File: config.mk
export PLATFORM = sky130hd
export DESIGN_NAME = next_lexicographic_permutation
export DESIGN_NICKNAME = d
export VERILOG_FILES = /design/src/rtl/nlp_pkg.sv /design/src/rtl/nlp_store.sv /design/src/rtl/nlp_seq.sv /design/src/rtl/next_lexicographic_permutation.sv
export SDC_FILE = /design/constraint.sdc
export NUM_CORES = 1
export LEC_CHECK = 0
export BUFFER_PORTS_ARGS = -buffer_cell sky130_fd_sc_hd__buf_2
export CORE_ASPECT_RATIO = 0.6
export CORE_MARGIN = 2
export CORE_UTILIZATION = 65
export DETAILED_ROUTE_END_ITERATION = 10
export PLACE_DENSITY_LB_ADDON = 0.05
export SKIP_CTS_REPAIR_TIMING = 1
export SYNTH_ARGS = -nofsm -noshare
export SYNTH_HDL_FRONTEND = slang
export SYNTH_SLANG_ARGS = --single-unit
File: constraint.sdc
create_clock -name i_clk -period 13.45 [get_ports i_clk]
set_clock_uncertainty 0.15 [all_clocks]
set_input_delay 2.69 -clock i_clk [delete_from_list [all_inputs] [get_ports i_clk]]
set_output_delay 2.69 -clock i_clk [all_outputs]
set_load 0.01 [all_outputs]
File: src/rtl/nlp_pkg.sv
package nlp_pkg;

    localparam int MAX_ELEMENTS = 16;
    localparam int IDX_W        = $clog2(MAX_ELEMENTS);
    localparam int CNT_W        = $clog2(MAX_ELEMENTS + 1);
    localparam int DATA_W       = 16;
    localparam int POS_W        = 4;

    typedef logic signed [DATA_W-1:0] t_elem;
    typedef logic [IDX_W-1:0]         t_idx;
    typedef logic [CNT_W-1:0]         t_cnt;

    typedef enum logic [1:0] {
        CMD_CLEAR  = 2'd0,
        CMD_APPEND = 2'd1,
        CMD_STEP   = 2'd2
    } t_cmd;

    // One write port and one read port of the element store.
    typedef struct packed {
        logic  we;
        t_idx  waddr;
        t_elem wdata;
        t_idx  raddr;
    } t_mem_req;

    // One result item handed from the sequencer to the output register.
    typedef struct packed {
        logic             valid;
        t_elem            element;
        logic [POS_W-1:0] position;
        logic             last;
        logic             wrapped;
    } t_emit;

endpackage

File: src/rtl/nlp_store.sv
module nlp_store (
    input  logic             i_clk,
    input  nlp_pkg::t_mem_req i_req,
    output nlp_pkg::t_elem   o_rdata
);
    import nlp_pkg::*;

    t_elem r_mem [MAX_ELEMENTS];
    t_elem r_rdata;

    // Synchronous write, registered read.
    always_ff @(posedge i_clk) begin
        if (i_req.we) begin
            r_mem[i_req.waddr] <= i_req.wdata;
        end
        r_rdata <= r_mem[i_req.raddr];
    end

    assign o_rdata = r_rdata;

endmodule

File: src/rtl/nlp_seq.sv
module nlp_seq (
    input  logic              i_clk,
    input  logic              i_rst_n,
    input  logic              i_valid,
    input  nlp_pkg::t_cmd     i_command,
    input  nlp_pkg::t_elem    i_value,
    output logic              o_ready,
    input  logic              i_out_free,
    output nlp_pkg::t_emit    o_emit,
    output nlp_pkg::t_mem_req o_mem_req,
    input  nlp_pkg::t_elem    i_rdata
);
    import nlp_pkg::*;

    typedef enum logic [3:0] {
        S_IDLE,
        S_ASC0,
        S_ASC,
        S_FIND,
        S_SWAP_P,
        S_SWAP_J,
        S_REV_A,
        S_REV_B,
        S_REV_C,
        S_REV_D,
        S_EMIT_RD,
        S_EMIT
    } t_state;

    t_state r_state, n_state;
    t_cnt   r_count, n_count;
    logic   r_wrapped, n_wrapped;
    t_idx   r_p, n_p;
    t_idx   r_j, n_j;
    t_idx   r_lo, n_lo;
    t_idx   r_hi, n_hi;
    t_idx   r_k, n_k;
    t_elem  r_right, n_right;
    t_elem  r_pv, n_pv;
    t_elem  r_jv, n_jv;
    t_elem  r_lov, n_lov;

    // The one shared signed comparator.
    t_elem  cmp_a, cmp_b;
    logic   lt;
    logic   is_last;
    t_idx   top_idx;

    assign lt      = cmp_a < cmp_b;
    assign top_idx = IDX_W'(r_count - 1'b1);
    assign is_last = (r_count == '0) || (CNT_W'(r_k) + 1'b1 == r_count);
    assign o_ready = (r_state == S_IDLE);

    always_comb begin
        n_state   = r_state;
        n_count   = r_count;
        n_wrapped = r_wrapped;
        n_p       = r_p;
        n_j       = r_j;
        n_lo      = r_lo;
        n_hi      = r_hi;
        n_k       = r_k;
        n_right   = r_right;
        n_pv      = r_pv;
        n_jv      = r_jv;
        n_lov     = r_lov;
        cmp_a     = i_rdata;
        cmp_b     = r_right;

        o_mem_req       = '0;
        o_mem_req.raddr = r_k;

        o_emit          = '0;
        o_emit.element  = (r_count == '0) ? t_elem'(0) : i_rdata;
        o_emit.position = POS_W'(r_k);
        o_emit.last     = is_last;
        o_emit.wrapped  = r_wrapped;

        case (r_state)
            S_IDLE: begin
                if (i_valid) begin
                    case (i_command)
                        CMD_CLEAR: begin
                            n_count = '0;
                        end
                        CMD_APPEND: begin
                            if (r_count < CNT_W'(MAX_ELEMENTS)) begin
                                o_mem_req.we    = 1'b1;
                                o_mem_req.waddr = IDX_W'(r_count);
                                o_mem_req.wdata = i_value;
                                n_count         = r_count + 1'b1;
                            end
                        end
                        CMD_STEP: begin
                            n_k = '0;
                            if (r_count < CNT_W'(2)) begin
                                n_wrapped = 1'b1;
                                n_state   = S_EMIT_RD;
                            end else begin
                                n_wrapped       = 1'b0;
                                o_mem_req.raddr = top_idx;
                                n_p             = IDX_W'(r_count - CNT_W'(2));
                                n_state         = S_ASC0;
                            end
                        end
                        default: ;
                    endcase
                end
            end
            S_ASC0: begin
                n_right         = i_rdata;
                o_mem_req.raddr = r_p;
                n_state         = S_ASC;
            end
            S_ASC: begin
                // i_rdata holds a[p], r_right holds a[p+1].
                if (lt) begin
                    n_pv            = i_rdata;
                    n_j             = top_idx;
                    o_mem_req.raddr = top_idx;
                    n_state         = S_FIND;
                end else begin
                    n_right = i_rdata;
                    if (r_p == '0) begin
                        n_lo      = '0;
                        n_hi      = top_idx;
                        n_wrapped = 1'b1;
                        n_state   = S_REV_A;
                    end else begin
                        n_p             = r_p - 1'b1;
                        o_mem_req.raddr = r_p - 1'b1;
                    end
                end
            end
            S_FIND: begin
                cmp_a = r_pv;
                cmp_b = i_rdata;
                if (lt) begin
                    n_jv    = i_rdata;
                    n_state = S_SWAP_P;
                end else begin
                    n_j             = r_j - 1'b1;
                    o_mem_req.raddr = r_j - 1'b1;
                end
            end
            S_SWAP_P: begin
                o_mem_req.we    = 1'b1;
                o_mem_req.waddr = r_p;
                o_mem_req.wdata = r_jv;
                n_state         = S_SWAP_J;
            end
            S_SWAP_J: begin
                o_mem_req.we    = 1'b1;
                o_mem_req.waddr = r_j;
                o_mem_req.wdata = r_pv;
                n_lo            = r_p + 1'b1;
                n_hi            = top_idx;
                n_state         = S_REV_A;
            end
            S_REV_A: begin
                if (r_lo < r_hi) begin
                    o_mem_req.raddr = r_lo;
                    n_state         = S_REV_B;
                end else begin
                    n_k     = '0;
                    n_state = S_EMIT_RD;
                end
            end
            S_REV_B: begin
                n_lov           = i_rdata;
                o_mem_req.raddr = r_hi;
                n_state         = S_REV_C;
            end
            S_REV_C: begin
                o_mem_req.we    = 1'b1;
                o_mem_req.waddr = r_lo;
                o_mem_req.wdata = i_rdata;
                n_state         = S_REV_D;
            end
            S_REV_D: begin
                o_mem_req.we    = 1'b1;
                o_mem_req.waddr = r_hi;
                o_mem_req.wdata = r_lov;
                n_lo            = r_lo + 1'b1;
                n_hi            = r_hi - 1'b1;
                n_state         = S_REV_A;
            end
            S_EMIT_RD: begin
                o_mem_req.raddr = r_k;
                n_state         = S_EMIT;
            end
            S_EMIT: begin
                if (i_out_free) begin
                    o_emit.valid = 1'b1;
                    if (is_last) begin
                        n_state = S_IDLE;
                    end else begin
                        n_k             = r_k + 1'b1;
                        o_mem_req.raddr = r_k + 1'b1;
                    end
                end
            end
            default: begin
                n_state = S_IDLE;
            end
        endcase
    end

    always_ff @(posedge i_clk) begin
        r_wrapped <= n_wrapped;
        r_p       <= n_p;
        r_j       <= n_j;
        r_lo      <= n_lo;
        r_hi      <= n_hi;
        r_k       <= n_k;
        r_right   <= n_right;
        r_pv      <= n_pv;
        r_jv      <= n_jv;
        r_lov     <= n_lov;
        if (!i_rst_n) begin
            r_state <= S_IDLE;
            r_count <= '0;
        end else begin
            r_state <= n_state;
            r_count <= n_count;
        end
    end

endmodule

File: src/rtl/next_lexicographic_permutation.sv
// Next lexicographic permutation of a small multiset of signed 16-bit values.
// Each input item carries a command: clear empties the array, append adds the
// value at the end (dropped when the array already holds MAX_ELEMENTS values),
// and step moves the array to its next permutation in ascending lexicographic
// order and then returns the whole array, one result item per element, with
// last set on the final one. When no next permutation exists, the array is
// reversed back to ascending order and every result of that step has wrapped
// set; a step on zero or one element changes nothing and also reports
// wrapped, an empty array giving a single result with element zero.
// Clear and append leave the block ready for the next item. A step keeps
// the block busy with its work on the array and then with its output,
// and a stalled output lengthens the step; the block is not ready during
// all that. The length of a step is set by the element store, which has
// one read port and one write port, and by the single signed comparator
// that both scans share: the search for the rightmost ascent and for the
// swap partner each visit one element per cycle, a swap takes two writes,
// and every pair of the reversed suffix takes two reads and two writes.
// Results leave through an output register, so the block can take the
// next item while the last result of a step is still waiting to be taken.
module next_lexicographic_permutation (
    input  logic             i_clk,
    input  logic             i_rst_n,
    input  logic             i_valid,
    output logic             o_ready,
    input  nlp_pkg::t_cmd    i_command,
    input  nlp_pkg::t_elem   i_value,
    output logic             o_valid,
    input  logic             i_ready,
    output nlp_pkg::t_elem   o_element,
    output logic [3:0]       o_position,
    output logic             o_last,
    output logic             o_wrapped
);
    import nlp_pkg::*;

    t_mem_req mem_req;
    t_elem    rdata;
    t_emit    emit;
    logic     out_free;

    logic             r_out_valid;
    t_elem            r_element;
    logic [POS_W-1:0] r_position;
    logic             r_last;
    logic             r_wrapped;

    // The output register can take a new item when it is empty or when its
    // current item is being taken in this cycle.
    assign out_free = !r_out_valid || i_ready;

    nlp_store u_store (
        .i_clk   (i_clk),
        .i_req   (mem_req),
        .o_rdata (rdata)
    );

    nlp_seq u_seq (
        .i_clk      (i_clk),
        .i_rst_n    (i_rst_n),
        .i_valid    (i_valid),
        .i_command  (i_command),
        .i_value    (i_value),
        .o_ready    (o_ready),
        .i_out_free (out_free),
        .o_emit     (emit),
        .o_mem_req  (mem_req),
        .i_rdata    (rdata)
    );

    // Output register: the payload loads only with a new result, so it holds
    // steady while the consumer stalls.
    always_ff @(posedge i_clk) begin
        if (emit.valid) begin
            r_element  <= emit.element;
            r_position <= emit.position;
            r_last     <= emit.last;
            r_wrapped  <= emit.wrapped;
        end
        if (!i_rst_n) begin
            r_out_valid <= 1'b0;
        end else if (out_free) begin
            r_out_valid <= emit.valid;
        end
    end

    assign o_valid    = r_out_valid;
    assign o_element  = r_element;
    assign o_position = r_position;
    assign o_last     = r_last;
    assign o_wrapped  = r_wrapped;

endmodule

**After elaboration in Yosys (flattened, before gate mapping)**

Memories as Yosys holds them, arrays and structs flattened. A register that Yosys moved wholly into a read port is not among the register bits.
Index checks and enable logic that the tools add are counted.

- Bits in registers: 117
- RAM bits: 256
- Bits of input ports: 22
- Output and inout bits: 24
- Word-level logic and storage cells: 142
- Memories kept: 1

- $add $sub $neg: 10
- Magnitude comparators: 4
- Eq/ne operators: 28
- Mux-type cells: 58
- Reduce and logical (&&, ||, !) cells: 24

Memory list:

| memory | depth | bits a word | read ports | clocked after memory_dff | wr ports | RTL line | text |
|---|---|---|---|---|---|---|---|
| u_store.r_mem | 16 | 16 | 1 | 1 | 1 | nlp_store.sv:8 | `t_elem r_mem [MAX_ELEMENTS];` |

Operators with widths:

| cell | number |
|---|---|
| $mux 4 | 31 |
| $pmux 21 s5 | 1 |
| $mux 16 | 3 |
| $pmux 4 s11 | 1 |
| $mux 21 | 2 |
| $pmux 4 s3 | 3 |
| $pmux 16 s2 | 1 |
| $pmux 4 s7 | 1 |
| $mux 25 | 1 |
| $eq 4x3->1 const B | 4 |
| $eq 4x4->1 const B | 4 |
| $lt 16x16->1 | 1 |
| $pmux 4 s2 | 2 |
| $sub 4x1->4 const B | 4 |
| $ne 2x2->1 const B | 7 |
| $add 4x1->4 const B | 3 |
| $ne 2x1->1 const B | 6 |
| $reduce_and 6->1 | 2 |
| $pmux 5 s2 | 1 |
| $mux 1 | 9 |
| $eq 4x2->1 const B | 2 |
| $logic_not 4->1 | 2 |
| $reduce_and 4->1 | 2 |
| $reduce_bool 2->1 | 4 |
| other kinds (22) | 27 |

**Logic depth before layout (Yosys ltp)**

Gate-level depths: netlist (run 1).

- Depth in word-level cells: 7
- Depth in mapped cells: 19

**Cells and area by module**

From an unflattened synthesis (run 1), not the netlist that was laid out.

- Cells, all modules: 1090
- Area, all modules: 16819.9 sq um

Modules (own cells, without submodules):

| module | instances | cells an instance | area each (sq um) |
|---|---|---|---|
| nlp_store | 1 | 432 | 10042.1 |
| nlp_seq | 1 | 632 | 6068.3 |
| next_lexicographic_permutation | 1 | 26 | 709.4 |

**Worst setup path before layout (run 1)**

No wires, ideal clock.

- Path type: in2reg
- Start point: in i_command[1]
- End point: mem u_store.r_mem[6][0] in the netlist's numbering, enable pin
- Data arrival time: 4.679 ns
- Data required time: 12.912 ns
- Setup slack: 8.233 ns
- Stages on the path: 9
- Cells stage by stage: and3b_1 clkbuf_1 nand2_1 nor2_1 clkbuf_1 nor2_1 nor2_1 nand2_1 nor2_1

- Cells in the longest elaborated chain, start to end: 6

Ends and longest elaborated chain:

| element | RTL line | text |
|---|---|---|
| from (decl) | next_lexicographic_permutation.sv:25 | `input nlp_pkg::t_cmd i_command,` |
| $eq 2x1->1 (*) | nlp_seq.sv:82 | `case (i_command)` |
| $mux 21 (*) | nlp_seq.sv:82 |  |
| $mux 25 (*) | nlp_seq.sv:81 | `if (i_valid) begin` |
| $pmux 21 s5 (*) | nlp_seq.sv:79 | `case (r_state)` |
| $mux 1 | nlp_store.sv:13 | `if (i_req.we) begin` |
| $mux 1 (not written as such) | nlp_store.sv:14 | `r_mem[i_req.waddr] <= i_req.wdata;` |
| to (decl) | nlp_store.sv:8 |  |

Mark *: on every way between the ends. The rest lies on a longest branch, timed or not.

**Worst setup path after layout (run 1)**

- Start point: reg u_seq.r_state[0]
- End point: reg u_store.r_rdata[2], in the netlist u_store.o_rdata[2] (read register of u_store.r_mem)

- Cells in the longest elaborated chain, start to end: 5

Ends and longest elaborated chain:

| element | RTL line | text |
|---|---|---|
| from (decl) | nlp_seq.sv:30 | `t_state r_state, n_state;` |
| from (signal assigned) | nlp_seq.sv:224 | `r_state <= n_state;` |
| $eq 4x2->1 | nlp_seq.sv:79 |  |
| $mux 16 | nlp_seq.sv:79 |  |
| $lt 16x16->1 | nlp_seq.sv:49 | `assign lt = cmp_a < cmp_b;` |
| $mux 4 (on tied branches) | nlp_seq.sv:138, nlp_seq.sv:117 |  |
| $pmux 4 s7 (*) | nlp_seq.sv:79 |  |
| to (decl) | nlp_store.sv:9 | `t_elem r_rdata;` |

Marked as above.
A chain may end at the register's enable or synchronous reset.

==> run metrics, run 1 <==
Clk pwr share=0.191; I/O pin count=46; final setup vio count=0; GRT met2 Usage=0.4152; CORE AREA=between 20,000 and 30,000 um2; CTS root buffer=clkbuf_16; Via density=roughly 6.3; post-DR wirelength/cell=23.95 um; dpl cells=1,602; HPWL after detailed placement=25,560 um; Yosys reg bits=about 390; first-pass GRT wire length=~60,000 um; final wirelength=around 40,000 um; commonest non-fill, non-tap cell in the layout=edfxtp_1; EDFF count, synth=roughly 360; Die Wd=approximately 210 um; worst hold start=u_seq.r_wrapped; FFs w/ async S/R, synth=0; Synth Area per Inst=~14 um2; met3 Use GR=0.06410; Non-Filler Instances=1,664; vias in the first global route=roughly 10,000; CTS max path bufs=3; Area Overhead vs Synth=10.45%; Leakage=approximately 6.8 nW; Final #Nets=approximately 1,300; DRC Markers=0; die area=27,970 um2; final hold vios=0; Netlist cell types=74; worst r2r path cells=16; starting density of the core=0.6575; initial antenna violation count=0; Yosys warnings=0; First-pass DRT Iterations=5; VDD IR-drop max=roughly 0.29 mV; clock sinks=approximately 400; Critical Path Source Type=register; Worst EP required=around 14,000 ps; critical path's slowest cell=dfxtp_1; DR vias=between 10,000 and 15,000; Reg2Reg Setup Slack=~7300 ps; IO Port Bufs=45; CP Cell Sequence=and4bb_1 > buf_4 > nand2_1 > nand2_1 > ha_1 > a211oi_1 > o211ai_1 > a31o_1 > a221o_1 > a21oi_1 > nand4b_4 > buf_4 > mux2i_1 > a221oi_2 > a22oi_1 > o221ai_1; TritonCTS clock tree=yes; fin. max-slew vios=0; Mapped Nets=around 1,300; sw power=between 0.002 and 0.0025 W; Tot GR Track Use=0.2894; Sequential Power Share=0.338; cells after synthesis=approximately 1,200; CTS Buf Count=36; Clock Pin Slew Worst Setup and Hold Paths=~60 ps; Routed Antenna Nets=0; CP arrival=6440 ps; gpl congestion=between 0.9 and 1; critical path's largest stage delay=between 700 and 800 ps; row cnt=46; unrepaired setup endpoints after global routing=no; MaxCap Viol Count=0; crit path capture type=register; Worst Path Max Fanout=between 40 and 50; Seq/Total Area, Yosys=0.6604; status=finished, final reports clean; worst hold path class=reg2reg; Min Hold Slack=329.6 ps; R2R Path End=u_store.o_rdata[2]; combinational power share=0.471; Switching Share=0.4023; die height=approximately 130 um; fraction of layout cells with a size suffix above 1=0.1641; synthesized area=roughly 17,000 um2; Tightest Pin Transition=about 1100 ps; Util after Layout=0.7262; H-tree levels=2; period utilisation layout=0.4571; Power Density=278.1 nW/um2; critical path class=reg2reg; most frequent cells in the layout=edfxtp_1 (363), nand2_1 (151), mux2i_1 (134); initial DRC count=1,117; largest net degree at the start of global routing=54; Max-slew headroom=0.2705; GRT overflow=0; met1 GRT Util=0.4545; minimum clock period=just over 6000 ps; Worst Hold Depth=0; worst-skew pair later-pin latency=between 500 and 600 ps; fmax=approximately 160 MHz; Reg-to-Reg Start=u_seq.r_state[0]; Synth Flop Type=edfxtp_1; setup TNS=0 ps; internal power=approximately 0.0032 W; most congested layer reported by global routing=met1; ant diodes=0; hold worst-path end=o_wrapped
critical path, delay by kind of cell, from the launching register on:
kind	cells	cell delay, ps
compound gates	8	2240
simple gates	4	1450
buf+inv	2	950
flops	1	750
fa+ha+maj	1	230
mux	1	220
metrics by stage:
| stage | power, W | area, um2 | setup WS, ps |
|---|---|---|---|
| floorplan | 0.003674 | 17290 | 8233 |
| global placement | 0.004234 | 17950 | 7069 |
| detailed placement | 0.004286 | 17950 | 7053 |
| CTS | 0.005294 | 19100 | 7453 |
| global route | 0.005578 | 19100 | 6974 |
| finish | 0.005312 | 19100 | 7302 |
cells in the mapped netlist (all sizes together) (8+ instances only):
cell type  count  area (um2)
nand3         49       245.2
nor3          10       55.05
nand2b        11       68.82
mux2i        134        1341
dfxtp         26       520.5
clkbuf        22       82.58
a22oi         59       442.9
a21oi         26       133.9
edfxtp       363       10900
xnor2         10       87.58
o21ai         25       128.9
inv           21       78.83
o221ai        16       140.1
buf           41       305.3
nor2          74       280.3
nor2b         21       131.4
a221oi        34       485.5
mux2          17       191.4
nand2        151       566.8
ha            29       362.9
xor2           8       70.07
sequential cells by signal, indices dropped and copies added, names as in the netlist:
name / flops
u_store.r_mem: 256
o_element: 16
u_seq.r_jv: 16
u_seq.r_lov: 16
u_seq.r_pv: 16
u_seq.r_right: 16
u_store.o_rdata: 16
u_seq.r_count: 5
o_position: 4
u_seq.r_hi: 4
u_seq.r_j: 4
u_seq.r_k: 4
u_seq.r_lo: 4
u_seq.r_p: 4
u_seq.r_state: 4
o_last: 1
o_valid: 1
o_wrapped: 1
u_seq.r_wrapped: 1
cells by family (layout without fill, tap and decap cells):
group,after synthesis,after routing,share of synthesized area
flip-flops,389,389,0.6604
AND/OR/NAND/NOR,351,351,0.09528
AO/OA/AOI/OAI,202,202,0.09861
multiplexers,151,151,0.08863
buffers and inverters,84,164,0.02699
adder cells (fa/ha/maj),29,29,0.02098
XOR/XNOR,18,18,0.009116
power groups by stage:
stage	logic (W)	clock network, W	registers [W]
CTS	0.00248	0.00102	0.00179
detailed placement	0.00247	0	0.00182
global route	0.00270	0.00107	0.00181
finish	0.00250	0.00101	0.00180
floorplan	0.00194	0	0.00173
global placement	0.00242	0	0.00181
how the worst max path moves through the flow:
stage / from / to / slack [ps]
2_1_floorplan: i_command[1] / u_store.r_mem[6][0] / 8230
3_3_place_gp: i_command[0] / u_store.o_rdata[2] / 7070
3_5_place_dp: i_command[0] / u_store.o_rdata[2] / 7050
4_1_cts: u_seq.r_state[0] / u_store.o_rdata[2] / 7450
5_1_grt: u_seq.r_state[0] / u_store.o_rdata[12] / 6970
6_report: u_seq.r_state[0] / u_store.o_rdata[2] / 7300
layout make-up:
type | count | area, um2
clock buffer | 48 | 977.2
inverter | 21 | 78.83
multi-input combinational | 751 | 5502
fill | 1761 | 7201
timing repair buffer | 81 | 495.5
tap | 360 | 450.4
clock inverter | 14 | 177.7
sequential | 389 | 11420
layer usage:
layer / up-vias / wire length (um)
li1: 4806 / -
met1: 5174 / 18630
met2: 454 / 16790
met3: 50 / 3841
met4: 0 / 597
met5: - / 0
Note: power is estimated with default switching activity, not from simulation.
==> run 2, diff against run 1 <==
--- a/config.mk
+++ b/config.mk
@@ -8,7 +8,7 @@
 export BUFFER_PORTS_ARGS = -buffer_cell sky130_fd_sc_hd__buf_2
 export CORE_ASPECT_RATIO = 0.6
 export CORE_MARGIN = 2
-export CORE_UTILIZATION = 65
+export CORE_UTILIZATION = 56
 export DETAILED_ROUTE_END_ITERATION = 10
 export PLACE_DENSITY_LB_ADDON = 0.05
 export SKIP_CTS_REPAIR_TIMING = 1
==> constraint.sdc (replaced) <==
create_clock -name i_clk -period 5.55 [get_ports i_clk]
set_clock_uncertainty 0.15 [all_clocks]
set_input_delay 1.11 -clock i_clk [delete_from_list [all_inputs] [get_ports i_clk]]
set_output_delay 1.11 -clock i_clk [all_outputs]
set_load 0.01 [all_outputs]
==> run 2 against run 1 <==
  * Clock-buffer cell count increased by 2
  * Die area is 16% higher
  * Hold slack got worse by 44 ps
  * Via count is 1.1% higher
  * Sequential power rose by 140%
  * Non-clock buffer count grew 12
  * Maximum frequency is 16% higher
  * Setup slack worse by 7100 ps
  * Routed wire length is 6.1% higher
  * Sequential cell count unchanged
  * Final area is 1.7% higher
  * Largest cell class unchanged
==> run metrics, run 2 (same netlist as run 1, synthesis figures left out) <==
status=finished, final reports clean; CP Cell Sequence=and4bb_1 > buf_4 > nand2_1 > nand2_1 > ha_1 > a211oi_1 > a311oi_2 > a211o_2 > a221oi_1 > o211ai_2 > nor3_4 > buf_4 > a221oi_2 > a22oi_1 > o221ai_1; largest net degree at the start of global routing=56 (+3.7%); GRT overflow=0 (unchanged); CORE AREA=30,160 um2 (+15%); FF+latch area=11,420 um2 (unchanged); ant diodes=0 (unchanged); fmax=188.5 MHz (+16%); unrepaired setup endpoints after global routing=no; hold worst-path end=o_wrapped; first-pass GRT wire length=63,670 um (+6.6%); Worst Path Max Fanout=20 (-56%); worst hold path class=reg2reg; critical path's largest stage delay=680 ps (-70 ps); CTS Buf Count=38 (+5.6%); Worst EP required=5790 ps (-7950 ps); Reg-to-Reg Start=u_seq.r_state[1]; vias in the first global route=9,941 (+1.7%); R2R Path End=u_store.o_rdata[10]; row cnt=49 (+6.5%); gpl congestion=0.9268 (-1.8%); period utilisation layout=0.9561 (+0.4990); Filler Cell Count=2,301 (+31%); multi-input logic area=5502 um2 (unchanged); I/O pin count=46 (unchanged); CTS max path bufs=3 (unchanged); DRC Markers=0 (unchanged); CP arrival=5550 ps (-890 ps); commonest non-fill, non-tap cell in the layout=edfxtp_1; crit path capture type=register; Clock Pin Slew Worst Setup and Hold Paths=60 ps (about the same); Non-Filler Instances=1,732 (+4.1%); critical path's slowest cell=nor3_4; Reg with most FFs=u_store.r_mem; die area=32,350 um2 (+16%); VDD IR-drop max=0.4910 mV (+71%); Max-slew headroom=0.2096 (-0.06089); Tightest Pin Transition=1184 ps (+94.67 ps); TritonCTS clock tree=yes; final setup vio count=0 (unchanged); Reg2Reg Setup Slack=240 ps (-7060 ps); Routed Antenna Nets=0 (unchanged); DR vias=10,600 (+1.1%); initial antenna violation count=0 (unchanged); CTS root buffer=clkbuf_16; Via density=6.122 (-2.8%); Critical Path Source Type=register; starting density of the core=0.5733 (-0.08417); critical path class=reg2reg; Tot GR Track Use=0.2656 (-0.02379); CP delay by family, top=compound AO/OA/AOI/OAI gates; First-pass DRT Iterations=5 (unchanged); initial DRC count=1,251 (+12%); HPWL after detailed placement=28,090 um (+9.9%); dpl cells=1,662 (+3.7%); final hold vios=0 (unchanged); H-tree levels=2 (unchanged); sum of buffers and inverters on the critical path=2 (unchanged); fraction of layout cells with a size suffix above 1=0.1782 (+0.01414); clock sinks=389 (unchanged); MaxCap Viol Count=0 (unchanged); worst-skew pair later-pin latency=540 ps (+20 ps); minimum clock period=5306 ps (-841.9 ps); worst r2r path cells=15 (-1); Leakage=6.954 nW (+2.2%); Area Overhead vs Synth=12.38%; Final #Nets=1,345 (+1.1%); setup TNS=0 ps (unchanged); Die Wd=230.9 um (+7.6%); most frequent cells in the layout=edfxtp_1 (363), nand2_1 (151), mux2i_1 (134); die height=140.1 um (+7.5%); worst hold start=u_seq.r_wrapped; fin. max-slew vios=0 (unchanged); Power Density=674.6 nW/um2 (+140%); post-DR wirelength/cell=24.41 um (+1.9%); max FFs per register=256 (unchanged); Worst Hold Depth=0 (unchanged); IO Port Bufs=45 (unchanged); final wirelength=42,270 um (+6.1%); Critical Path Stages=15 (-1)
## run 2: area by class of cell
class / instances / share of cell area
timing repair buffer: 93 / 0.03399
tap: 408 / 0.02627
clock inverter: 20 / 0.01159
inverter: 21 / 0.004056
sequential: 389 / 0.5877
clock buffer: 50 / 0.05337
multi-input combinational: 751 / 0.2831
## run 2: how the worst max path moves through the flow
stage                startpoint                   to
3_3_place_gp   u_seq.r_state[1]   u_store.o_rdata[5]
6_report       u_seq.r_state[1]  u_store.o_rdata[10]
2_1_floorplan  u_seq.r_state[3]     u_seq.r_right[0]
3_5_place_dp   u_seq.r_state[1]  u_store.o_rdata[13]
4_1_cts        u_seq.r_state[1]  u_store.o_rdata[10]
5_1_grt        u_seq.r_state[1]  u_store.o_rdata[13]
## run 2: power breakdown
| part | switching, W | internal, W |
|---|---|---|
| Sequential | 0.000354 | 0.00398 |
| Combinational | 0.00377 | 0.00241 |
| Clock | 0.00109 | 0.00152 |
| Total | 0.00521 | 0.00790 |
## run 2: metal layers
layer  up-vias  share of wire  wire length, um  global-route usage
met4         0          0.010              427             0.04652
li1       4850              -                -                   -
met3        36          0.086             3651             0.04153
met5         -              0                0                   0
met2       432           0.40            17100              0.3574
met1      5286           0.50            21090              0.4520
## run 2: metrics by stage
step | total power (W) | util | worst slack, ps | cell area [um2] | hold slack [ps]
floorplan | 0.008902 | - | 903.8 | 17290 | 250.3
CTS | 0.01313 | 0.6443 | 317.5 | 19430 | 288.7
finish | 0.01311 | 0.6443 | 243.7 | 19430 | 285.2
detailed placement | 0.01050 | 0.6025 | 352.2 | 18170 | 283.0
global route | 0.01380 | 0.6443 | 5.330 | 19430 | 304.3
global placement | 0.01040 | 0.6025 | 598.6 | 18170 | 276.7
